File: src/rtl/fcgss_pkg.sv
package fcgss_pkg;

   // Sizing of the sequencer
   localparam int CHANNEL_COUNT = 4;
   localparam int MAX_STEPS     = 32;
   localparam int TEMPO_REFRESH = 512;

   localparam int STEP_W    = $clog2(MAX_STEPS);
   localparam int LEN_W     = $clog2(MAX_STEPS + 1);
   localparam int REFRESH_W = (TEMPO_REFRESH > 1) ? $clog2(TEMPO_REFRESH) : 1;
   localparam int LEVEL_W   = 12;
   localparam int TICK_W    = 13;
   localparam int HOLD_W    = 16;
   localparam int LED_W     = 5;

   localparam int GATE_SHIFT   = 12;
   localparam int LENGTH_SHIFT = 7;

   // Register map
   localparam int CSR_INDEX_W = 4;
   localparam int CSR_DATA_W  = 16;
   localparam logic [CSR_INDEX_W-1:0] CSR_DISPLAY_HOLD = 4'd0;
   localparam logic [CSR_INDEX_W-1:0] CSR_TEMPO_OFFSET = 4'd1;

   localparam logic [HOLD_W-1:0] HOLD_RESET   = 16'd4000;
   localparam logic [TICK_W-1:0] OFFSET_RESET = 13'd4224;

   typedef struct packed {
      logic               clear_pressed;
      logic [3:0]         record_buttons;
      logic [LEVEL_W-1:0] tempo_level;
      logic [LEVEL_W-1:0] length_level;
      logic [LEVEL_W-1:0] gate_length_0;
      logic [LEVEL_W-1:0] gate_length_1;
      logic [LEVEL_W-1:0] gate_length_2;
      logic [LEVEL_W-1:0] gate_length_3;
   } req_type;

   typedef struct packed {
      logic [3:0]       gate_outputs;
      logic [LED_W-1:0] step_leds;
      logic [4:0]       current_step;
      logic             showing_length;
   } rsp_type;

   // What the tick stage hands to the gate lanes
   typedef struct packed {
      logic [CHANNEL_COUNT-1:0]              pattern_bits;
      logic [CHANNEL_COUNT-1:0][LEVEL_W-1:0] gate_level;
      logic [TICK_W-1:0]                     delay;
      logic [TICK_W-1:0]                     tick;
      logic [LED_W-1:0]                      step_leds;
      logic [4:0]                            current_step;
      logic                                  showing_length;
   } stage_type;

endpackage

File: src/rtl/fcgss_tick_ctrl.sv
module fcgss_tick_ctrl (
   input  logic                            clock,
   input  logic                            reset,
   input  logic                            csr_valid,
   input  logic [fcgss_pkg::CSR_INDEX_W-1:0] csr_index,
   input  logic [fcgss_pkg::CSR_DATA_W-1:0]  csr_wdata,
   output logic                            csr_ready,
   input  logic                            accept,
   input  fcgss_pkg::req_type              req_payload,
   output fcgss_pkg::stage_type            stage_out
);
   import fcgss_pkg::*;

   logic [HOLD_W-1:0]        hold_ticks_ff;
   logic [TICK_W-1:0]        tempo_offset_ff;
   logic [CHANNEL_COUNT-1:0] pattern_ff [MAX_STEPS];
   logic [STEP_W-1:0]        step_ff, step_in;
   logic [TICK_W-1:0]        tick_ff, tick_in;
   logic [TICK_W-1:0]        delay_ff, delay_in;
   logic [REFRESH_W-1:0]     refresh_ff, refresh_in;
   logic [LEN_W-1:0]         last_len_ff;
   logic [HOLD_W-1:0]        countdown_ff, countdown_in;
   logic                     primed_ff;
   stage_type                stage_ff, stage_in;

   logic [LEN_W-1:0]         steps;
   logic [LEN_W-1:0]         step_plus;
   logic [HOLD_W-1:0]        countdown_mid;
   logic [CHANNEL_COUNT-1:0] row_old, row_new;
   logic [LED_W-1:0]         shown;

   assign csr_ready = 1'b1;
   assign stage_out = stage_ff;

   // Take register writes
   always_ff @(posedge clock) begin
      if (reset) begin
         hold_ticks_ff   <= HOLD_RESET;
         tempo_offset_ff <= OFFSET_RESET;
      end else if (csr_valid) begin
         if (csr_index == CSR_DISPLAY_HOLD) begin
            hold_ticks_ff <= csr_wdata[HOLD_W-1:0];
         end else if (csr_index == CSR_TEMPO_OFFSET) begin
            tempo_offset_ff <= csr_wdata[TICK_W-1:0];
         end
      end
   end

   // Work out the tick: delay latch, record, advance and display
   always_comb begin
      steps = LEN_W'(req_payload.length_level >> LENGTH_SHIFT) + LEN_W'(1);
      if (steps > LEN_W'(MAX_STEPS)) begin
         steps = LEN_W'(MAX_STEPS);
      end

      delay_in = delay_ff;
      if (refresh_ff == '0) begin
         if (tempo_offset_ff >= TICK_W'(req_payload.tempo_level)) begin
            delay_in = tempo_offset_ff - TICK_W'(req_payload.tempo_level);
         end else begin
            delay_in = '0;
         end
      end
      if (refresh_ff == REFRESH_W'(TEMPO_REFRESH - 1)) begin
         refresh_in = '0;
      end else begin
         refresh_in = refresh_ff + REFRESH_W'(1);
      end

      row_old = pattern_ff[step_ff];
      row_new = row_old;
      for (int ch = 0; ch < CHANNEL_COUNT; ch++) begin
         if (req_payload.record_buttons[ch]) begin
            row_new[ch] = !req_payload.clear_pressed;
         end
      end

      countdown_mid = (steps != last_len_ff) ? hold_ticks_ff : countdown_ff;

      step_plus = LEN_W'(step_ff) + LEN_W'(1);
      if (tick_ff >= delay_in) begin
         step_in = (step_plus >= steps) ? '0 : step_plus[STEP_W-1:0];
         tick_in = '0;
      end else begin
         step_in = step_ff;
         tick_in = tick_ff + TICK_W'(1);
      end

      if (countdown_mid != '0) begin
         countdown_in = countdown_mid - HOLD_W'(1);
         shown        = steps[LED_W-1:0];
      end else begin
         countdown_in = countdown_mid;
         shown        = LED_W'(step_in);
      end

      stage_in.gate_level[0] = req_payload.gate_length_0;
      stage_in.gate_level[1] = req_payload.gate_length_1;
      stage_in.gate_level[2] = req_payload.gate_length_2;
      stage_in.gate_level[3] = req_payload.gate_length_3;
      stage_in.delay = delay_in;
      stage_in.tick  = tick_ff;
      if (primed_ff) begin
         stage_in.pattern_bits   = row_new;
         stage_in.current_step   = 5'(step_in);
         stage_in.showing_length = (countdown_mid != '0);
         for (int b = 0; b < LED_W; b++) begin
            stage_in.step_leds[b] = shown[LED_W-1-b];
         end
      end else begin
         // Priming tick: everything off, step as it stands
         stage_in.pattern_bits   = '0;
         stage_in.current_step   = 5'(step_ff);
         stage_in.showing_length = 1'b0;
         stage_in.step_leds      = '0;
      end
   end

   // Update sequencer state on each transfer
   always_ff @(posedge clock) begin
      if (reset) begin
         for (int s = 0; s < MAX_STEPS; s++) begin
            pattern_ff[s] <= '0;
         end
         step_ff      <= '0;
         tick_ff      <= '0;
         delay_ff     <= '0;
         refresh_ff   <= '0;
         last_len_ff  <= LEN_W'(1);
         countdown_ff <= '0;
         primed_ff    <= 1'b0;
      end else if (accept) begin
         last_len_ff <= steps;
         primed_ff   <= 1'b1;
         if (primed_ff) begin
            pattern_ff[step_ff] <= row_new;
            step_ff      <= step_in;
            tick_ff      <= tick_in;
            delay_ff     <= delay_in;
            refresh_ff   <= refresh_in;
            countdown_ff <= countdown_in;
         end
      end
   end

   // Hold the stage payload for the lanes
   always_ff @(posedge clock) begin
      if (accept) begin
         stage_ff <= stage_in;
      end
   end

endmodule

File: src/rtl/fcgss_gate_lane.sv
module fcgss_gate_lane (
   input  logic [fcgss_pkg::LEVEL_W-1:0] level,
   input  logic [fcgss_pkg::TICK_W-1:0]  delay,
   input  logic [fcgss_pkg::TICK_W-1:0]  tick,
   input  logic                          pattern_bit,
   output logic                          gate
);
   import fcgss_pkg::*;

   logic [LEVEL_W+TICK_W-1:0] product;
   logic [TICK_W-1:0]         limit;

   // Gate stays on for the fraction level/4096 of the delay
   always_comb begin
      product = (LEVEL_W+TICK_W)'(level) * (LEVEL_W+TICK_W)'(delay);
      limit   = TICK_W'(product >> GATE_SHIFT);
      gate    = pattern_bit && (tick < limit);
   end

endmodule

File: src/rtl/four_channel_gate_step_sequencer_unit.sv
// Channel   Direction  Handshake        Payload
// req_      in         valid / stall    fcgss_pkg::req_type, one loop tick
// rsp_      out        valid / stall    fcgss_pkg::rsp_type, one result per tick
// csr_      in         valid / ready    register index and write data
//
// One tick per clock while req_stall is low; a result passes through the stage register, then the output register.
// The tick stage updates the sequencer state on each transfer; the gate lanes then
// multiply and compare from the stage register into the output register.
// Synchronous reset clears the 32-row pattern store at once; no clearing pass.
// rsp_stall backs up through the two registers; req_stall rises only when both are full.
module four_channel_gate_step_sequencer_unit (
   input  logic                              clock,
   input  logic                              reset,
   input  logic                              req_valid,
   output logic                              req_stall,
   input  fcgss_pkg::req_type                req_payload,
   output logic                              rsp_valid,
   input  logic                              rsp_stall,
   output fcgss_pkg::rsp_type                rsp_payload,
   input  logic                              csr_valid,
   output logic                              csr_ready,
   input  logic [fcgss_pkg::CSR_INDEX_W-1:0] csr_index,
   input  logic [fcgss_pkg::CSR_DATA_W-1:0]  csr_wdata
);
   import fcgss_pkg::*;

   logic                     stage_valid_ff;
   logic                     rsp_valid_ff;
   rsp_type                  rsp_ff, rsp_in;
   stage_type                stage;
   logic                     load_out;
   logic                     accept;
   logic [CHANNEL_COUNT-1:0] lane_gate;

   assign load_out  = !rsp_valid_ff || !rsp_stall;
   assign req_stall = stage_valid_ff && !load_out;
   assign accept    = req_valid && !req_stall;
   assign rsp_valid   = rsp_valid_ff;
   assign rsp_payload = rsp_ff;

   fcgss_tick_ctrl u_tick_ctrl (
      .clock       (clock),
      .reset       (reset),
      .csr_valid   (csr_valid),
      .csr_index   (csr_index),
      .csr_wdata   (csr_wdata),
      .csr_ready   (csr_ready),
      .accept      (accept),
      .req_payload (req_payload),
      .stage_out   (stage)
   );

   for (genvar ch = 0; ch < CHANNEL_COUNT; ch++) begin : g_lane
      fcgss_gate_lane u_lane (
         .level       (stage.gate_level[ch]),
         .delay       (stage.delay),
         .tick        (stage.tick),
         .pattern_bit (stage.pattern_bits[ch]),
         .gate        (lane_gate[ch])
      );
   end

   // Merge the lane gates with the display fields
   always_comb begin
      rsp_in.gate_outputs   = 4'(lane_gate);
      rsp_in.step_leds      = stage.step_leds;
      rsp_in.current_step   = stage.current_step;
      rsp_in.showing_length = stage.showing_length;
   end

   // Advance the two pipeline registers
   always_ff @(posedge clock) begin
      if (reset) begin
         stage_valid_ff <= 1'b0;
         rsp_valid_ff   <= 1'b0;
      end else begin
         if (accept) begin
            stage_valid_ff <= 1'b1;
         end else if (load_out) begin
            stage_valid_ff <= 1'b0;
         end
         if (load_out) begin
            rsp_valid_ff <= stage_valid_ff;
         end
      end
   end

   always_ff @(posedge clock) begin
      if (load_out && stage_valid_ff) begin
         rsp_ff <= rsp_in;
      end
   end

endmodule

File: config.mk
export PLATFORM = sky130hd
export DESIGN_NAME = four_channel_gate_step_sequencer_unit
export DESIGN_NICKNAME = d
export VERILOG_FILES = /design/src/rtl/fcgss_pkg.sv /design/src/rtl/fcgss_tick_ctrl.sv /design/src/rtl/fcgss_gate_lane.sv /design/src/rtl/four_channel_gate_step_sequencer_unit.sv
export SDC_FILE = /design/constraint.sdc
export NUM_CORES = 2
export LEC_CHECK = 0
export BUFFER_PORTS_ARGS = -buffer_cell sky130_fd_sc_hd__buf_2
export CAP_MARGIN = 10
export CELL_PAD_IN_SITES_DETAIL_PLACEMENT = 1
export CELL_PAD_IN_SITES_GLOBAL_PLACEMENT = 1
export CORE_ASPECT_RATIO = 0.7
export CORE_MARGIN = 3
export CORE_UTILIZATION = 55
export DETAILED_ROUTE_END_ITERATION = 6
export PLACE_DENSITY = 0.95
export SLEW_MARGIN = 20
export SYNTH_ARGS = -nofsm -noshare
export SYNTH_HDL_FRONTEND = slang
export SYNTH_HIERARCHICAL = 1
export SYNTH_SLANG_ARGS = --single-unit
File: constraint.sdc
create_clock -name clock -period 9.83 [get_ports clock]
set_clock_uncertainty 0.2 [all_clocks]
set_input_delay 0.4915 -clock clock [delete_from_list [all_inputs] [get_ports clock]]
set_output_delay 0.4915 -clock clock [all_outputs]
set_load 0.1 [all_outputs]
# Yosys cells after proc, flatten, opt, wreduce, memory -nomap -nowiden
# Memories as Yosys holds them, arrays and structs flattened. A register that Yosys moved wholly into a read port is not among the register bits.
# Index checks and enable logic that the tools add are counted.
# W data, S select, Z words.
word_totals:
  mem_bits_rw: 128
  reg_bits: 198
  word_cells: 97
  n_memories: 1
  input_bits: 102
op_classes:
  bitwise_logic: 1
  mul: 4
  n_lt_le_gt_ge: 8
  n_eq_ne: 3
  add_sub_neg: 6
  reduce_logical: 21
  n_mux: 28
mem_list:
  columns: ["name", "depth", "word_bits", "read_ports", "rd_ports_with_merged_regs", "write_ports", "line_no", "text"]
  rows:
  - ["u_tick_ctrl.pattern_ff", 32, 4, 1, 1, 32, "fcgss_tick_ctrl.sv:16", "logic [CHANNEL_COUNT-1:0] pattern_ff [MAX_STEPS];"]
ops:
  columns: ["op", "n"]
  rows:
  - ["$mul A12 B13 Y25", 4]
  - ["$lt A13 B13 Y1", 4]
  - ["$mux W13", 3]
  - ["$mux W16", 2]
  - ["$mux W5", 6]
  - ["$reduce_bool A16 Y1", 1]
  - ["$sub A16 B1 Y16 const B", 1]
  - ["$add A13 B1 Y13 const B", 1]
  - ["$ge A13 B12 Y1", 1]
  - ["$ge A13 B13 Y1", 1]
  - ["$mux W1", 13]
  - ["$sub A13 B12 Y13", 1]
  - ["$add A5 B1 Y6 const B", 2]
  - ["$mux W6", 2]
  - ["$add A9 B1 Y9 const B", 1]
  - ["$eq A9 B9 Y1 const B", 1]
  - ["$logic_not A9 Y1", 1]
  - ["$mux W9", 1]
  - ["$logic_and A1 B1 Y1", 7]
  - ["$ge A6 B6 Y1", 1]
  - ["$gt A6 B6 Y1 const B", 1]
  - ["$ne A6 B6 Y1", 1]
  - ["$logic_not A1 Y1", 5]
  - ["$eq A4 B1 Y1 const B", 1]
  - ["other kinds (8)", 9]

# Longest topological paths before layout
depth:
  word_depth: 11
  mapped_depth: 26

# Cells and area by module
# Netlist, hierarchy kept.
modules_own_cells:
  columns: ["mod", "instances", "seq_area_each_um2", "area_each_um2", "cells_per_inst"]
  rows:
  - ["fcgss_tick_ctrl", 1, 8458.1, 14759.2, 1305]
  - ["fcgss_gate_lane (g_lane[0].u_lane ...)", 2, 0.0, 5158.7, 614]
  - ["fcgss_gate_lane (g_lane[2].u_lane)", 1, 0.0, 5084.9, 598]
  - ["fcgss_gate_lane (g_lane[3].u_lane)", 1, 0.0, 4984.8, 584]
  - ["four_channel_gate_step_sequencer_unit", 1, 490.5, 536.8, 25]

# Worst setup path before layout
# OpenSTA, ideal clock, no wires.
synth_timing:
  path_kind: "flip-flop to flip-flop"
  start: "register rsp_valid_ff (netlist: rsp_valid)"
  end: "register u_tick_ctrl.countdown_ff[4]"
  stages_incl_launch_ff: 9
  setup_ns: 0.074
  setup_slack_ns: 2.575
  arrival_ns: 6.981
  required_ns: 9.556
  path_buffers: 1
  synth_period_minus_slack_ns: 7.255
  path_cell_list: "dfxtp_1 > nand3_2 > inv_1 > nor2_1 > nand2_1 > nor2_1 > clkbuf_1 > o311ai_0 > a31oi_1"
synth_via:
  elab_chain_len: 7
synth_lines:
  columns: ["element", "line_no", "text"]
  rows:
  - ["start: declaration", "four_channel_gate_step_sequencer_unit.sv:28", "logic rsp_valid_ff;"]
  - ["start signal: assignment", "four_channel_gate_step_sequencer_unit.sv:83", "rsp_valid_ff <= stage_valid_ff;"]
  - ["$logic_not A1 Y1", "four_channel_gate_step_sequencer_unit.sv:35", "assign load_out = !rsp_valid_ff || !rsp_stall;"]
  - ["$logic_or A1 B1 Y1", "four_channel_gate_step_sequencer_unit.sv:35", null]
  - ["$logic_not A1 Y1", "four_channel_gate_step_sequencer_unit.sv:36", "assign req_stall = stage_valid_ff && !load_out;"]
  - ["$logic_and A1 B1 Y1", "four_channel_gate_step_sequencer_unit.sv:36", null]
  - ["via req_stall", "four_channel_gate_step_sequencer_unit.sv:15", "output logic req_stall,"]
  - ["$logic_not A1 Y1", "four_channel_gate_step_sequencer_unit.sv:37", "assign accept = req_valid && !req_stall;"]
  - ["$logic_and A1 B1 Y1", "four_channel_gate_step_sequencer_unit.sv:37", null]
  - ["via accept", "four_channel_gate_step_sequencer_unit.sv:32", "logic accept;"]
  - ["$reduce_and A2 Y1 (no source line)", null, null]
  - ["end signal: assignment", "fcgss_tick_ctrl.sv:141", "countdown_ff <= countdown_in;"]
  - ["end: declaration", "fcgss_tick_ctrl.sv:22", "logic [HOLD_W-1:0] countdown_ff, countdown_in;"]
# The timed path passes the listed nets, and every way through them passes these cells.
# A chain may end at the register's enable or synchronous reset.

# Final worst setup path
layout_timing:
  start: "register u_tick_ctrl.stage_ff (netlist bit u_tick_ctrl/stage_out[32])"
  end: "register rsp_ff (netlist bit rsp_payload[11]) (data pin)"
layout_via:
  elab_chain_len: 3
layout_lines:
  columns: ["element", "line_no", "text"]
  rows:
  - ["start: declaration", "fcgss_tick_ctrl.sv:24", "stage_type stage_ff, stage_in;"]
  - ["start signal: assignment", "fcgss_tick_ctrl.sv:149", "stage_ff <= stage_in;"]
  - ["$mul A12 B13 Y25", "fcgss_gate_lane.sv:15", "product = (LEVEL_W+TICK_W)'(level) * (LEVEL_W+TICK_W)'(delay);"]
  - ["$lt A13 B13 Y1", "fcgss_gate_lane.sv:17", "gate = pattern_bit && (tick < limit);"]
  - ["$logic_and A1 B1 Y1", "fcgss_gate_lane.sv:17", null]
  - ["via lane_gate[0]", "four_channel_gate_step_sequencer_unit.sv:33", "logic [CHANNEL_COUNT-1:0] lane_gate;"]
  - ["end signal: assignment", "four_channel_gate_step_sequencer_unit.sv:90", "rsp_ff <= rsp_in;"]
  - ["end: declaration", "four_channel_gate_step_sequencer_unit.sv:29", "rsp_type rsp_ff, rsp_in;"]
# The timed path passes the listed nets, and every way through them passes these cells.

==> summary.txt <==
PortBufs -> 111
internal power -> 6.39 mW
fin crit period -> 8.50 ns
worst skew pair latency -> 0.62 ns
Arr. time, crit path -> 8.61 ns
Cell variety after synth -> 89
Rel. slew slack -> 29.4%
top cell type's share of synthesized area -> 24.5%
vias per cell -> 6.21
Vias -> 29.3k
Placed Cells -> 4589
R2R setup slack -> 1.33 ns
setup bufs post-CTS -> 0
cts repair resizes -> 0
RSZ-0062 raised after global routing -> no
Sw Pwr -> 6.98 mW
HP Start -> rsp_stall
Mapped Cells -> 3740
synthesized net count -> 4605
sink of the worst hold path -> rsp_valid
initial antenna violation count -> 3
switch share -> 52.2%
status -> completed
Comb power frac -> 76.2%
final hold violations -> 0
Core Rows -> 77
Post-synth ARST share -> 0%
Crit Path Class -> reg2reg
Placement Cell Area -> 0.0370 mm2
Finished Cell Area -> 0.0389 mm2
H-tree depth -> 2
Most used DFF post-synth -> edfxtp_1
number of synthesized flops with an enable pin -> 232
Slew Viols, Final -> 0
Worst R2R End -> rsp_payload[11]
Root Driver -> clkbuf_16
Max rail drop VDD -> 0.000269 V
Critical Path Fanout Max -> 34
Final GP Congestion -> 0.879
register area -> 0.00895 mm2
HPWL after DPL -> 88900 um
Clock Sinks -> 331
leading area contributor after synthesis -> fa_1
Pleak -> 18.2 nW
I/O pins -> 120
TritonCTS clock tree -> built
top cells by area, synth -> fa_1 25%, edfxtp_1 20%, ha_1 11%, nand2_1 6.4%, inv_1 6.4%
final wirelength -> 124000 um
cts hold-fix bufs -> 66
Final Util -> 61.1%
drt drc -> 0
Fin Setup TNS -> 0 ns
Setup violations, final -> 0
Synth-to-Final Area Change -> 9.07%
ratio of cells with drive above 1 in the final layout -> 8.13%
first-pass GRT wire length -> 194000 um
TritonCTS Buffers -> 36
Fillers -> 7066
Worst-Margin Slew -> 1.06 ns
Synth Register Bits -> 331
Final #Nets -> 4689
Peak Freq -> 118 MHz
vias in the first global route -> 33.6k
chip width -> 310 um
Cell Area, Synth -> 0.0357 mm2
area occupied by multi-input gates -> 0.0238 mm2
part of the power in registers -> 12.6%
sequential area share after synthesis -> 25.1%
Tot GR Track Use -> 37.3%
reg2reg start -> u_tick_ctrl/stage_out[32]
Max Cap Viol -> 0
DIE HEIGHT -> 219 um
antenna-violating nets left -> 0
Worst Path Required -> 9.94 ns
Initial DRC Count -> 2643
synth warn -> 6
pin count of the biggest net entering global routing -> 58
power density over cell area -> 344 mW/mm2
Post-Syn Area per Cell -> 9.54 um2
Hold Path Depth -> 3
Tcrit/Tclk final -> 86.4%
Startpoint Class -> register
Die Area -> 0.0680 mm2
Worst setup EP type -> register
first-pass iteration count of the detailed router -> 5
Bufs on Longest Clock Path -> 3
initial core utilization -> 56.0%
total core area -> 0.0637 mm2
GRT Residual Overflow -> 0
Clock transition at path regs -> 0.07 ns
Min Hold Slack -> 0.0522 ns
routed length per instance -> 26.2 um
Post-Layout Cell Count -> 4723
Hold WC Path Type -> in2reg
power share of the clock group -> 11.2%
Reg2Reg Depth -> 23
-- worst max path at each step --
| stage | startpoint | end | slack (ns) | cells after the start |
|---|---|---|---|---|
| 4_1_cts | u_tick_ctrl/stage_out[32] | rsp_payload[11] | 1.41 | 23 |
| 3_5_place_dp | u_tick_ctrl/stage_out[32] | rsp_payload[11] | 2.08 | 23 |
| 6_report | u_tick_ctrl/stage_out[32] | rsp_payload[11] | 1.33 | 23 |
| 2_1_floorplan | rsp_valid | u_tick_ctrl/countdown_ff[4] | 2.57 | 8 |
| 5_1_grt | u_tick_ctrl/stage_out[32] | rsp_payload[11] | 1.14 | 22 |
| 3_3_place_gp | u_tick_ctrl/stage_out[27] | rsp_payload[12] | 2.50 | 23 |
-- power by group through the flow --
stage	combinational (mW)	sequential, mW	clock, mW
2_1_floorplan	6.87	1.65	0
6_report	10.2	1.68	1.50
4_1_cts	9.93	1.68	1.53
5_1_grt	11.2	1.69	1.58
3_3_place_gp	8.51	1.69	0
3_5_place_dp	9.70	1.70	0
-- layer usage --
layer  global-route usage, %  share of wire [%]  up-vias
met2                    63.7                 49     1648
met5                       0                  0        -
li1                        -                  -    12256
met4                    20.7                6.2        0
met3                    8.08                8.7      542
met1                    43.7                 36    14870
-- worst max-delay path, stage by stage, from the launching register on --
cell and delay (ns):
edfxtp_1 0.89, buf_4 0.58, nand2_1 0.17, fa_1 0.55, fa_1 0.55, inv_1 0.06
fa_1 0.50, fa_1 0.57, inv_1 0.06, fa_1 0.60, inv_1 0.07, ha_1 0.23
a21o_1 0.24, a2111oi_1 0.53, o31ai_1 0.24, a21oi_1 0.23, xor2_1 0.10, ha_1 0.19
a21oi_1 0.17, o21ai_0 0.16, a21o_1 0.22, a211oi_1 0.23, nor2_1 0.08, nor4b_1 0.75
-- cells by family after synthesis --
group,share of synthesized area (%)
simple gates,16.7
buf+inv,8.28
fa+ha+maj,35.9
compound gates,7.82
flops,25.1
xor+xnor,2.28
mux,3.86
other cells,0.0105
-- cell usage after synthesis, types with 7 or more instances --
master / count
nand2_1: 612
inv_1: 607
fa_1: 437
ha_1: 326
nor2_1: 235
and2_1: 234
edfxtp_1: 232
clkbuf_1: 146
a21oi_1: 107
dfxtp_1: 99
o21ai_0: 71
xnor2_1: 49
xor2_1: 44
mux4_2: 40
nand3_1: 36
nor3_1: 36
a21o_1: 33
mux2i_1: 27
a211oi_1: 25
nand4_1: 22
and3_1: 18
o31ai_1: 17
nand2b_1: 16
a31oi_1: 15
nor2b_1: 15
o21a_1: 15
buf_2: 14
nor4_1: 14
o211ai_1: 13
mux2_2: 12
or3_1: 11
o21ai_1: 8
buf_1: 7
o31a_1: 7
-- area by class of cell --
class,instances,area share (%)
Clock inverter,19,0.643
Sequential cell,331,23.0
Inverter,607,5.85
Clock buffer,47,2.58
Multi-Input combinational cell,2632,61.2
Tap cell,869,2.79
Timing Repair Buffer,216,3.88
Antenna cell,2,0.0129
-- metrics by stage --
step,power [mW],setup WS [ns]
6_report,13.4,1.33
5_1_grt,14.5,1.14
4_1_cts,13.1,1.41
3_5_place_dp,11.4,2.08
3_3_place_gp,10.2,2.50
2_1_floorplan,8.52,2.57
-- sequential cells by signal, summed over array words and instances (netlist names), 5 cells and up, named ones only --
signal                       flops
u_tick_ctrl/delay_ff            13
rsp_payload                     15
u_tick_ctrl/tick_ff             13
u_tick_ctrl/pattern_ff         128
u_tick_ctrl/stage_out           89
u_tick_ctrl/hold_ticks_ff       16
u_tick_ctrl/step_ff              5
u_tick_ctrl/countdown_ff        16
u_tick_ctrl/last_len_ff          6
u_tick_ctrl/tempo_offset_ff     13
u_tick_ctrl/refresh_ff           9
-- cell usage in the layout (no fill, tap or decap), drive strengths merged, types with 80 or more instances in the layout --
| master | count |
|---|---|
| fa | 437 |
| nor2 | 235 |
| dfxtp | 99 |
| nand2 | 616 |
| inv | 611 |
| ha | 326 |
| buf | 150 |
| edfxtp | 232 |
| and2 | 235 |
| o21ai | 80 |
| a21oi | 112 |
Note: power is estimated with default switching activity, not from simulation.
